<file path="src/sv/mcsc_pkg.sv">
// Shared types, constants and helper functions of the mip chain size calculator.
// No dependencies.
package mcsc_pkg;

  localparam int unsigned DIM_W   = 15;
  localparam int unsigned DEPTH_W = 12;
  localparam int unsigned BPU_W   = 5;
  localparam int unsigned MIP_W   = 5;
  localparam int unsigned FIRST_W = 4;
  localparam int unsigned COUNT_W = 5;
  localparam int unsigned SIZE_W  = 48;
  localparam int unsigned PITCH_W = 19;
  localparam int unsigned CFG_W   = 15;
  localparam int unsigned IDX_W   = 3;
  localparam int unsigned MUL_A_W = 32;
  localparam int unsigned MUL_B_W = 18;
  localparam int unsigned PROD_W  = MUL_A_W + MUL_B_W;
  localparam int unsigned IN_W    = 16;
  localparam int unsigned OUT_W   = 112;

  localparam logic [DEPTH_W-1:0] CUBE_FACES = DEPTH_W'(6);

  typedef enum logic [IDX_W-1:0] {
    REG_BASE_WIDTH  = 3'd0,
    REG_BASE_HEIGHT = 3'd1,
    REG_BASE_DEPTH  = 3'd2,
    REG_COMPRESSED  = 3'd3,
    REG_CUBE        = 3'd4,
    REG_BPU         = 3'd5,
    REG_MIP_COUNT   = 3'd6
  } cfg_idx_e;

  typedef struct packed {
    logic [DIM_W-1:0]   w;
    logic [DIM_W-1:0]   h;
    logic [DEPTH_W-1:0] d;
  } dims_t;

  // 4x4 block count along one axis when compressed
  function automatic logic [DIM_W-1:0] blocks(input logic [DIM_W-1:0] n, input logic comp);
    logic [DIM_W:0] t;
    t = {1'b0, n} + (DIM_W+1)'(3);
    return comp ? {1'b0, t[DIM_W:2]} : n;
  endfunction

endpackage

</file>
<file path="src/sv/mcsc_mul_unit.sv">
// Shared registered multiplier of the mip chain size calculator.
// Depends on mcsc_pkg.
module mcsc_mul_unit
  import mcsc_pkg::*;
(
  input  logic               clk_i,
  input  logic               en_i,
  input  logic [MUL_A_W-1:0] a_i,
  input  logic [MUL_B_W-1:0] b_i,
  output logic [PROD_W-1:0]  prod_o
);

  logic [PROD_W-1:0] prod_q, prod_d;

  assign prod_d = PROD_W'(a_i) * PROD_W'(b_i);

  always_ff @(posedge clk_i) begin
    if (en_i) begin
      prod_q <= prod_d;
    end
  end

  assign prod_o = prod_q;

endmodule

</file>
<file path="src/sv/mcsc_dims.sv">
// Level dimension tracker: loads the first level's size and halves per level.
// Depends on mcsc_pkg.
module mcsc_dims
  import mcsc_pkg::*;
(
  input  logic               clk_i,
  input  logic               load_i,
  input  logic               step_i,
  input  logic [FIRST_W-1:0] first_level_i,
  input  dims_t              base_i,
  input  logic               is_cube_i,
  output dims_t              first_o,
  output dims_t              cur_o,
  output logic               all_one_o
);

  dims_t first_q, first_d, cur_q, cur_d;
  logic [DIM_W-1:0]   sh_w, sh_h;
  logic [DEPTH_W-1:0] sh_d;

  always_comb begin
    sh_w = base_i.w >> first_level_i;
    sh_h = base_i.h >> first_level_i;
    sh_d = base_i.d >> first_level_i;
    first_d.w = (sh_w == '0) ? DIM_W'(1) : sh_w;
    first_d.h = (sh_h == '0) ? DIM_W'(1) : sh_h;
    first_d.d = (is_cube_i || sh_d == '0) ? DEPTH_W'(1) : sh_d;
  end

  always_comb begin
    cur_d = cur_q;
    if (load_i) begin
      cur_d = first_d;
    end else if (step_i) begin
      if (cur_q.w > DIM_W'(1))   cur_d.w = cur_q.w >> 1;
      if (cur_q.h > DIM_W'(1))   cur_d.h = cur_q.h >> 1;
      if (cur_q.d > DEPTH_W'(1)) cur_d.d = cur_q.d >> 1;
    end
  end

  always_ff @(posedge clk_i) begin
    cur_q <= cur_d;
    if (load_i) begin
      first_q <= first_d;
    end
  end

  assign all_one_o = (cur_q.w == DIM_W'(1)) && (cur_q.h == DIM_W'(1)) &&
                     (cur_q.d == DEPTH_W'(1));
  assign first_o   = first_q;
  assign cur_o     = cur_q;

endmodule

</file>
<file path="src/sv/mip_chain_size_calc.sv">
// Top level of the mip chain size calculator: registers, sequencer, output register.
// Depends on mcsc_pkg, mcsc_mul_unit and mcsc_dims.
//
// A request is taken only while the sequencer is idle. Its result appears on the
// output once L levels have been summed (at most LEVEL_LIMIT, fewer when a 1x1x1
// level is reached), and the next request can be accepted from the cycle in which
// that result appears.
// Every product goes through one shared 32x18 multiplier
// with a registered result: one pass for the pitch, then three passes per level
// (width times height, depth or face count times element bytes, then the two
// products together). A finished result waits in the output register and the next
// request is taken meanwhile; that request's result leaves the final state only
// once the waiting one has been taken.
module mip_chain_size_calc
  import mcsc_pkg::*;
#(
  parameter int unsigned LEVEL_LIMIT = 16
) (
  input  logic             clk_i,
  input  logic             rst_ni,
  input  logic             cfg_valid_i,
  output logic             cfg_ready_o,
  input  logic [IDX_W-1:0] cfg_index_i,
  input  logic [CFG_W-1:0] cfg_data_i,
  input  logic             s_tvalid_i,
  output logic             s_tready_o,
  // first_level[3:0], level_count[8:4], zero fill
  input  logic [IN_W-1:0]  s_tdata_i,
  output logic             m_tvalid_o,
  input  logic             m_tready_i,
  // size_bytes[47:0], pitch_bytes[66:48], level_width[81:67],
  // level_height[96:82], level_depth[108:97], level_in_range[109], zero fill
  output logic [OUT_W-1:0] m_tdata_o
);

  localparam int unsigned CNT_W = $clog2(LEVEL_LIMIT + 1);

  typedef enum logic [6:0] {
    ST_IDLE  = 7'b0000001,
    ST_PITCH = 7'b0000010,
    ST_LVL_A = 7'b0000100,
    ST_LVL_B = 7'b0001000,
    ST_LVL_C = 7'b0010000,
    ST_LVL_D = 7'b0100000,
    ST_FIN   = 7'b1000000
  } state_e;

  state_e state_q, state_d;

  dims_t             base_q, base_d;
  logic              comp_q, comp_d, cube_q, cube_d;
  logic [BPU_W-1:0]  bpu_q, bpu_d;
  logic [MIP_W-1:0]  mip_q, mip_d;

  logic [CNT_W-1:0]  cnt_q, cnt_d;
  logic              last_q, last_d;
  logic              range_q, range_d;
  logic [29:0]       tmp_q, tmp_d;
  logic [PROD_W-1:0] acc_q, acc_d;
  logic [PITCH_W-1:0] pitch_q, pitch_d;
  logic              out_vld_q, out_vld_d;
  logic [OUT_W-1:0]  out_q, out_d;

  logic [FIRST_W-1:0] in_first;
  logic [COUNT_W-1:0] in_count;
  logic               in_acc, out_load;

  logic               mul_en;
  logic [MUL_A_W-1:0] mul_a;
  logic [MUL_B_W-1:0] mul_b;
  logic [PROD_W-1:0]  prod;

  dims_t              first_dims, cur_dims;
  logic               all_one;
  logic [DEPTH_W-1:0] dfac;
  logic [SIZE_W-1:0]  size_sat;

  assign in_first = s_tdata_i[FIRST_W-1:0];
  assign in_count = s_tdata_i[FIRST_W+COUNT_W-1:FIRST_W];
  assign in_acc   = s_tvalid_i && s_tready_o;

  assign cfg_ready_o = 1'b1;
  assign s_tready_o  = (state_q == ST_IDLE);

  always_comb begin
    base_d = base_q;
    comp_d = comp_q;
    cube_d = cube_q;
    bpu_d  = bpu_q;
    mip_d  = mip_q;
    if (cfg_valid_i) begin
      unique case (cfg_idx_e'(cfg_index_i))
        REG_BASE_WIDTH:  base_d.w = cfg_data_i[DIM_W-1:0];
        REG_BASE_HEIGHT: base_d.h = cfg_data_i[DIM_W-1:0];
        REG_BASE_DEPTH:  base_d.d = cfg_data_i[DEPTH_W-1:0];
        REG_COMPRESSED:  comp_d   = cfg_data_i[0];
        REG_CUBE:        cube_d   = cfg_data_i[0];
        REG_BPU:         bpu_d    = cfg_data_i[BPU_W-1:0];
        REG_MIP_COUNT:   mip_d    = cfg_data_i[MIP_W-1:0];
        default: ;
      endcase
    end
  end

  mcsc_dims u_dims (
    .clk_i         (clk_i),
    .load_i        (in_acc),
    .step_i        (state_q == ST_LVL_C),
    .first_level_i (in_first),
    .base_i        (base_q),
    .is_cube_i     (cube_q),
    .first_o       (first_dims),
    .cur_o         (cur_dims),
    .all_one_o     (all_one)
  );

  assign dfac = cube_q ? CUBE_FACES : cur_dims.d;

  always_comb begin
    mul_en = 1'b1;
    mul_a  = '0;
    mul_b  = '0;
    unique case (state_q)
      ST_PITCH: begin
        mul_a = MUL_A_W'(blocks(first_dims.w, comp_q));
        mul_b = MUL_B_W'(bpu_q);
      end
      ST_LVL_A, ST_LVL_D: begin
        mul_a = MUL_A_W'(blocks(cur_dims.w, comp_q));
        mul_b = MUL_B_W'(blocks(cur_dims.h, comp_q));
      end
      ST_LVL_B: begin
        mul_a = MUL_A_W'(dfac);
        mul_b = MUL_B_W'(bpu_q);
      end
      ST_LVL_C: begin
        mul_a = MUL_A_W'(tmp_q);
        mul_b = prod[MUL_B_W-1:0];
      end
      default: mul_en = 1'b0;
    endcase
  end

  mcsc_mul_unit u_mul (
    .clk_i  (clk_i),
    .en_i   (mul_en),
    .a_i    (mul_a),
    .b_i    (mul_b),
    .prod_o (prod)
  );

  assign size_sat = (acc_q[PROD_W-1:SIZE_W] != '0) ? '1 : acc_q[SIZE_W-1:0];
  assign out_load = (state_q == ST_FIN) && (!out_vld_q || m_tready_i);

  always_comb begin
    state_d   = state_q;
    cnt_d     = cnt_q;
    last_d    = last_q;
    range_d   = range_q;
    tmp_d     = tmp_q;
    acc_d     = acc_q;
    pitch_d   = pitch_q;
    out_d     = out_q;
    out_vld_d = out_vld_q;
    if (m_tready_i) begin
      out_vld_d = 1'b0;
    end
    unique case (state_q)
      ST_IDLE: begin
        if (in_acc) begin
          if (32'(in_count) > LEVEL_LIMIT) begin
            cnt_d = CNT_W'(LEVEL_LIMIT);
          end else begin
            cnt_d = CNT_W'(in_count);
          end
          range_d = ({1'b0, in_first} < mip_q);
          acc_d   = '0;
          state_d = ST_PITCH;
        end
      end
      ST_PITCH: state_d = ST_LVL_A;
      ST_LVL_A: begin
        pitch_d = (prod[PROD_W-1:PITCH_W] != '0) ? '1 : prod[PITCH_W-1:0];
        state_d = (cnt_q == '0) ? ST_FIN : ST_LVL_B;
      end
      ST_LVL_B: begin
        tmp_d   = prod[29:0];
        state_d = ST_LVL_C;
      end
      ST_LVL_C: begin
        last_d  = all_one || (cnt_q == CNT_W'(1));
        cnt_d   = cnt_q - CNT_W'(1);
        state_d = ST_LVL_D;
      end
      ST_LVL_D: begin
        acc_d   = acc_q + prod;
        state_d = last_q ? ST_FIN : ST_LVL_B;
      end
      ST_FIN: begin
        if (out_load) begin
          out_vld_d = 1'b1;
          out_d     = {2'b00, range_q, first_dims.d, first_dims.h, first_dims.w,
                       pitch_q, size_sat};
          state_d   = ST_IDLE;
        end
      end
      default: state_d = ST_IDLE;
    endcase
  end

  always_ff @(posedge clk_i or negedge rst_ni) begin
    if (!rst_ni) begin
      state_q   <= ST_IDLE;
      out_vld_q <= 1'b0;
      base_q    <= '{w: DIM_W'(1), h: DIM_W'(1), d: DEPTH_W'(1)};
      comp_q    <= 1'b0;
      cube_q    <= 1'b0;
      bpu_q     <= BPU_W'(4);
      mip_q     <= MIP_W'(1);
    end else begin
      state_q   <= state_d;
      out_vld_q <= out_vld_d;
      base_q    <= base_d;
      comp_q    <= comp_d;
      cube_q    <= cube_d;
      bpu_q     <= bpu_d;
      mip_q     <= mip_d;
    end
  end

  always_ff @(posedge clk_i) begin
    cnt_q   <= cnt_d;
    last_q  <= last_d;
    range_q <= range_d;
    tmp_q   <= tmp_d;
    acc_q   <= acc_d;
    pitch_q <= pitch_d;
    out_q   <= out_d;
  end

  assign m_tvalid_o = out_vld_q;
  assign m_tdata_o  = out_q;

endmodule

</file>
<file path="config.mk">
export PLATFORM = sky130hd
export DESIGN_NAME = mip_chain_size_calc
export DESIGN_NICKNAME = d
export VERILOG_FILES = /design/src/sv/mcsc_pkg.sv /design/src/sv/mcsc_mul_unit.sv /design/src/sv/mcsc_dims.sv /design/src/sv/mip_chain_size_calc.sv
export SDC_FILE = /design/constraint.sdc
export NUM_CORES = 2
export LEC_CHECK = 0
export ABC_AREA = 1
export BUFFER_PORTS_ARGS = -buffer_cell sky130_fd_sc_hd__clkbuf_2
export CORE_MARGIN = 5
export CORE_UTILIZATION = 55
export DETAILED_ROUTE_END_ITERATION = 16
export PLACE_DENSITY = 0.71
export SKIP_LAST_GASP = 1
export SYNTH_ARGS = -nofsm -noshare
export SYNTH_HDL_FRONTEND = slang
export SYNTH_SLANG_ARGS = --single-unit
</file>
<file path="constraint.sdc">
create_clock -name clk_i -period 9.35 [get_ports clk_i]
set_input_delay 2.805 -clock clk_i [delete_from_list [all_inputs] [get_ports clk_i]]
set_output_delay 2.805 -clock clk_i [all_outputs]
set_load 0.05 [all_outputs]
</file>
==> impl_results.rst <==
.. list-table::
   :header-rows: 1

   * - Metric
     - Value
   * - Result of the run
     - complete, no violations
   * - Antenna violations before repair
     - 0
   * - Final period demand of the worst path
     - a little over 8 ns
   * - Buffers plus inverters on the worst setup path
     - 9
   * - Min Hold Slack
     - approximately 0.42 ns
   * - Setup Viol. Count Final
     - 0
   * - Port Buf Inserts
     - between 100 and 150
   * - Insertion delay to the later sink of the worst-skew pair
     - 0.62 ns
   * - Total via count in the routed design
     - roughly 33000
   * - Min-Delay Path Class
     - flop to flop
   * - Syn. warnings
     - 0
   * - Via/cell ratio
     - around 5.5
   * - Number of top-level pins
     - approximately 150
   * - Count of maximum capacitance violations
     - 0
   * - Internal power contribution
     - slightly above 4 mW
   * - Num Clock Sinks
     - 410
   * - Ratio of cells with drive above 1 in the final layout
     - 0.0742
   * - Critical path class
     - flop to flop
   * - Worst-path cell with the longest stage delay
     - sky130_fd_sc_hd__nand2_2
   * - Effective utilization at floorplan
     - 0.555
   * - Gates resized, CTS repair
     - 0
   * - Max Clock Skew
     - 0.0559 ns
   * - CTS hold repair buffers
     - 0
   * - Final routed wirelength across all metal layers
     - 121000 um
   * - Portion of total power attributed to combinational logic
     - 0.330
   * - Critical Path Fanout Max
     - 21
   * - RSZ-0062 raised after global routing
     - no
   * - Nets
     - between 5000 and 6000
   * - Multi-input gate area in the final layout
     - between 20000 and 25000 um^2
   * - Portion of total power attributed to the clock network
     - 0.278
   * - Flip-flop and latch count after synthesis
     - 410
   * - Category of cells accounting for the largest share of critical-path delay
     - adder cells
   * - Peak VDD IR
     - about 0.18 mV
   * - Highest attainable clock frequency
     - 124 MHz
   * - Post-Synthesis Cell Area
     - 39700 um^2
   * - Via count of the first global-routing pass
     - 33114
   * - Number of enable-type register cells in the synthesized netlist
     - 348
   * - Clock tree from TritonCTS
     - done
   * - # fillers
     - about 6500
   * - Area share of and/or/nand/nor cells after synthesis
     - 0.219
   * - Sequential cell area in the final layout
     - about 12000 um^2
   * - Antenna cell count
     - 0
   * - Remaining design rule violation count
     - 0
   * - Core region area
     - 71500 um^2
   * - GR Overflow Total
     - 0
   * - Synthesized-area fraction occupied by adder cells
     - 0.282
   * - Leading cell type in the layout, fill and taps excluded
     - sky130_fd_sc_hd__nand2_1
   * - Sequential share of power
     - 0.392
   * - Portion of netlist area occupied by mux cells
     - 0
   * - Total number of H-tree levels
     - 2
   * - Switching power
     - between 2 and 3 mW
   * - Synthesized-area fraction occupied by ao, oa, aoi and oai cells
     - 0.0688
   * - Mean area per synthesized cell
     - ~8 um^2
   * - Width of the chip
     - around 280 um
   * - Detail Route Antenna Nets
     - 0
   * - Req. time, crit path
     - slightly below 10 ns
   * - Power per standard cell area
     - 162 nW/um^2
   * - Final number of hold-violating endpoints
     - 0
   * - Number of CTS-inserted buffers
     - 47
   * - Share of flip-flops with an asynchronous set or reset after synthesis
     - 0.151
   * - Wire length of the first global-routing pass
     - 188000 um
   * - 1st-pass router iterations
     - 5
   * - RD Place Congestion
     - between 0.9 and 1
   * - Actual slew at the worst max-slew pin
     - 1.27 ns
   * - Count of different cell masters after synthesis
     - 54
   * - Crit path launch type
     - flop
   * - Detailed router's first-iteration violation count
     - approximately 3300
   * - Relative area change from synthesis to final layout
     - 8.08%
   * - Most common flop cell mapped by yosys
     - sky130_fd_sc_hd__edfxtp_1
   * - Combinational family with the most area after synthesis
     - adder cells
   * - Delay of the slowest critical-path stage
     - roughly 0.57 ns
   * - Data arrival time of the critical path
     - about 8.4 ns
   * - Post-detailed-route wirelength per cell
     - 20.2 um
   * - Pin count of the biggest net entering global routing
     - 80
   * - Syn Inst Count
     - between 4000 and 5000
   * - Overall Global Routing Usage
     - 0.309
   * - Setup bufs post-CTS
     - 0
   * - Floorplan die area
     - 77600 um^2
   * - Row count
     - approximately 100
   * - Post-synthesis sequential area ratio
     - 0.303
   * - Post-detail-place hpwl
     - between 90000 and 100000 um
   * - Final critical-path share of the clock period
     - 0.865
   * - Largest buffer count on any clock path
     - 3
   * - Commonest non-fill, non-tap cells in the layout
     - 1323 x sky130_fd_sc_hd__nand2_1, 1023 x sky130_fd_sc_hd__inv_1, 449 x sky130_fd_sc_hd__fa_1
   * - Critical path capture point type
     - flop
   * - Overall die height
     - approximately 280 um
   * - Fraction of power spent switching nets
     - 0.408
   * - Clock-pin slew of the registers on the worst-case setup and hold paths
     - around 0.06 ns
   * - Area share of xor/xnor cells in the synthesized design
     - 0.00838
   * - Worst slew margin
     - 0.149
   * - Total Negative Setup Slacks
     - 0 ns
   * - Final slew viol count
     - 0
   * - Leakage power figure
     - 21.1 nW
   * - CTS root buf
     - sky130_fd_sc_hd__clkbuf_16
[layer usage]
metal | up-vias | wire, um | global-route usage
met3 | 255 | 10500 | 0.0563
met4 | 0 | 4660 | 0.104
met5 | - | 0 | 0
met1 | 16002 | 49600 | 0.423
met2 | 1494 | 56100 | 0.505
li1 | 15357 | - | -
[flip-flops by register name (all words and copies together), names as in the netlist]
name,flops
acc_q,50
base_q,42
bpu_q,5
cnt_q,5
comp_q,1
cube_q,1
last_q,1
m_tdata_o,110
m_tvalid_o,1
mip_q,5
pitch_q,19
range_q,1
state_q,7
tmp_q,30
u_dims.cur_o,42
u_dims.first_o,42
u_mul.prod_o,48
[cell type report]
cell class | instances | share of cell area
clock inverter | 33 | 0.00939
sequential | 410 | 0.280
tap | 950 | 0.0277
clock buffer | 51 | 0.0280
timing repair buffer | 193 | 0.0254
multi-input combinational | 3284 | 0.536
inverter | 1071 | 0.0937
[cells in the mapped netlist, types with 3 or more instances]
master                     number  area [um^2]
sky130_fd_sc_hd__inv_1       1023         3840
sky130_fd_sc_hd__a21boi_0       5         37.5
sky130_fd_sc_hd__nor2_1       382         1430
sky130_fd_sc_hd__nand3_1      264         1320
sky130_fd_sc_hd__o21ai_2        4         35.0
sky130_fd_sc_hd__nor2_2        10         62.6
sky130_fd_sc_hd__buf_6          3         33.8
sky130_fd_sc_hd__xor2_1        24          210
sky130_fd_sc_hd__a22oi_1        3         22.5
sky130_fd_sc_hd__nand3b_1       4         30.0
sky130_fd_sc_hd__o211ai_1      12         90.1
sky130_fd_sc_hd__buf_4         16          120
sky130_fd_sc_hd__edfxtp_1     348        10500
sky130_fd_sc_hd__nor3_1        41          205
sky130_fd_sc_hd__o21a_1        15          113
sky130_fd_sc_hd__o21ai_1       45          225
sky130_fd_sc_hd__nor2_4         4         45.0
sky130_fd_sc_hd__nand4_1       46          288
sky130_fd_sc_hd__a21o_1        12         90.1
sky130_fd_sc_hd__nor4_1        13         81.3
sky130_fd_sc_hd__buf_2         73          365
sky130_fd_sc_hd__nor3_2         3         30.0
sky130_fd_sc_hd__nand2_2        9         56.3
sky130_fd_sc_hd__dfrtp_1       56         1400
sky130_fd_sc_hd__buf_1          9         33.8
sky130_fd_sc_hd__nand2_1     1324         4970
sky130_fd_sc_hd__o22ai_1        4         25.0
sky130_fd_sc_hd__ha_1         175         2190
sky130_fd_sc_hd__inv_2         47          176
sky130_fd_sc_hd__and2_1         4         25.0
sky130_fd_sc_hd__o21bai_1       9         67.6
sky130_fd_sc_hd__xnor2_1       14          123
sky130_fd_sc_hd__nand4_2        4         50.1
sky130_fd_sc_hd__clkbuf_1      46          173
sky130_fd_sc_hd__a31oi_1        7         43.8
sky130_fd_sc_hd__a21oi_1      196          981
sky130_fd_sc_hd__fa_1         449         8990
sky130_fd_sc_hd__o21ai_0      180          901
sky130_fd_sc_hd__nand3_2        6         60.1
sky130_fd_sc_hd__dfstp_2        6          158
[power by group through the flow]
stage	sequential (mW)	clock, mW	combinational (mW)
after floorplan	2.60	0	1.55
after global placement	2.75	0	2.23
after detailed placement	2.75	0	2.26
after CTS	2.72	1.96	2.27
after global routing	2.75	2.04	2.53
final	2.73	1.94	2.30
[stage by stage]
step | instances | setup slack [ns] | total power [mW] | util | cell area, um^2
floorplan | 4912 | 1.37 | 4.14 | - | 39700
global placement | 5908 | 1.50 | 4.98 | 0.578 | 41300
detailed placement | 5908 | 1.46 | 5.01 | 0.578 | 41300
CTS | 5992 | 1.44 | 6.95 | 0.600 | 42900
global route | 5992 | 0.823 | 7.33 | 0.600 | 42900
finish | 5992 | 1.26 | 6.97 | 0.600 | 42900
[logic make-up (layout without fill, tap and decap cells)]
kind of cell | after synthesis | after routing
AO/OA/AOI/OAI | 502 | 502
other | 2 | 3
AND/OR/NAND/NOR | 2117 | 2117
buffers and inverters | 1218 | 1348
flip-flops | 410 | 410
XOR/XNOR | 38 | 38
adder cells (fa/ha/maj) | 624 | 624
[path summary, 6_finish.rpt]
check / cells past startpoint / slack (ns) / start / end
max: 32 / 1.26 / state_q[6] / u_mul.prod_o[42]
min: 0 / 0.42 / u_dims.first_o[15] / m_tdata_o[85]
max reg2reg: 32 / 1.26 / state_q[6] / u_mul.prod_o[42]
min reg2reg: 0 / 0.42 / u_dims.first_o[15] / m_tdata_o[85]
max in group asynchronous: 2 / 6.37 / rst_ni / bpu_q[3]
min in group asynchronous: 2 / 2.38 / rst_ni / base_q[9]
Note: power is estimated with default switching activity, not from simulation.
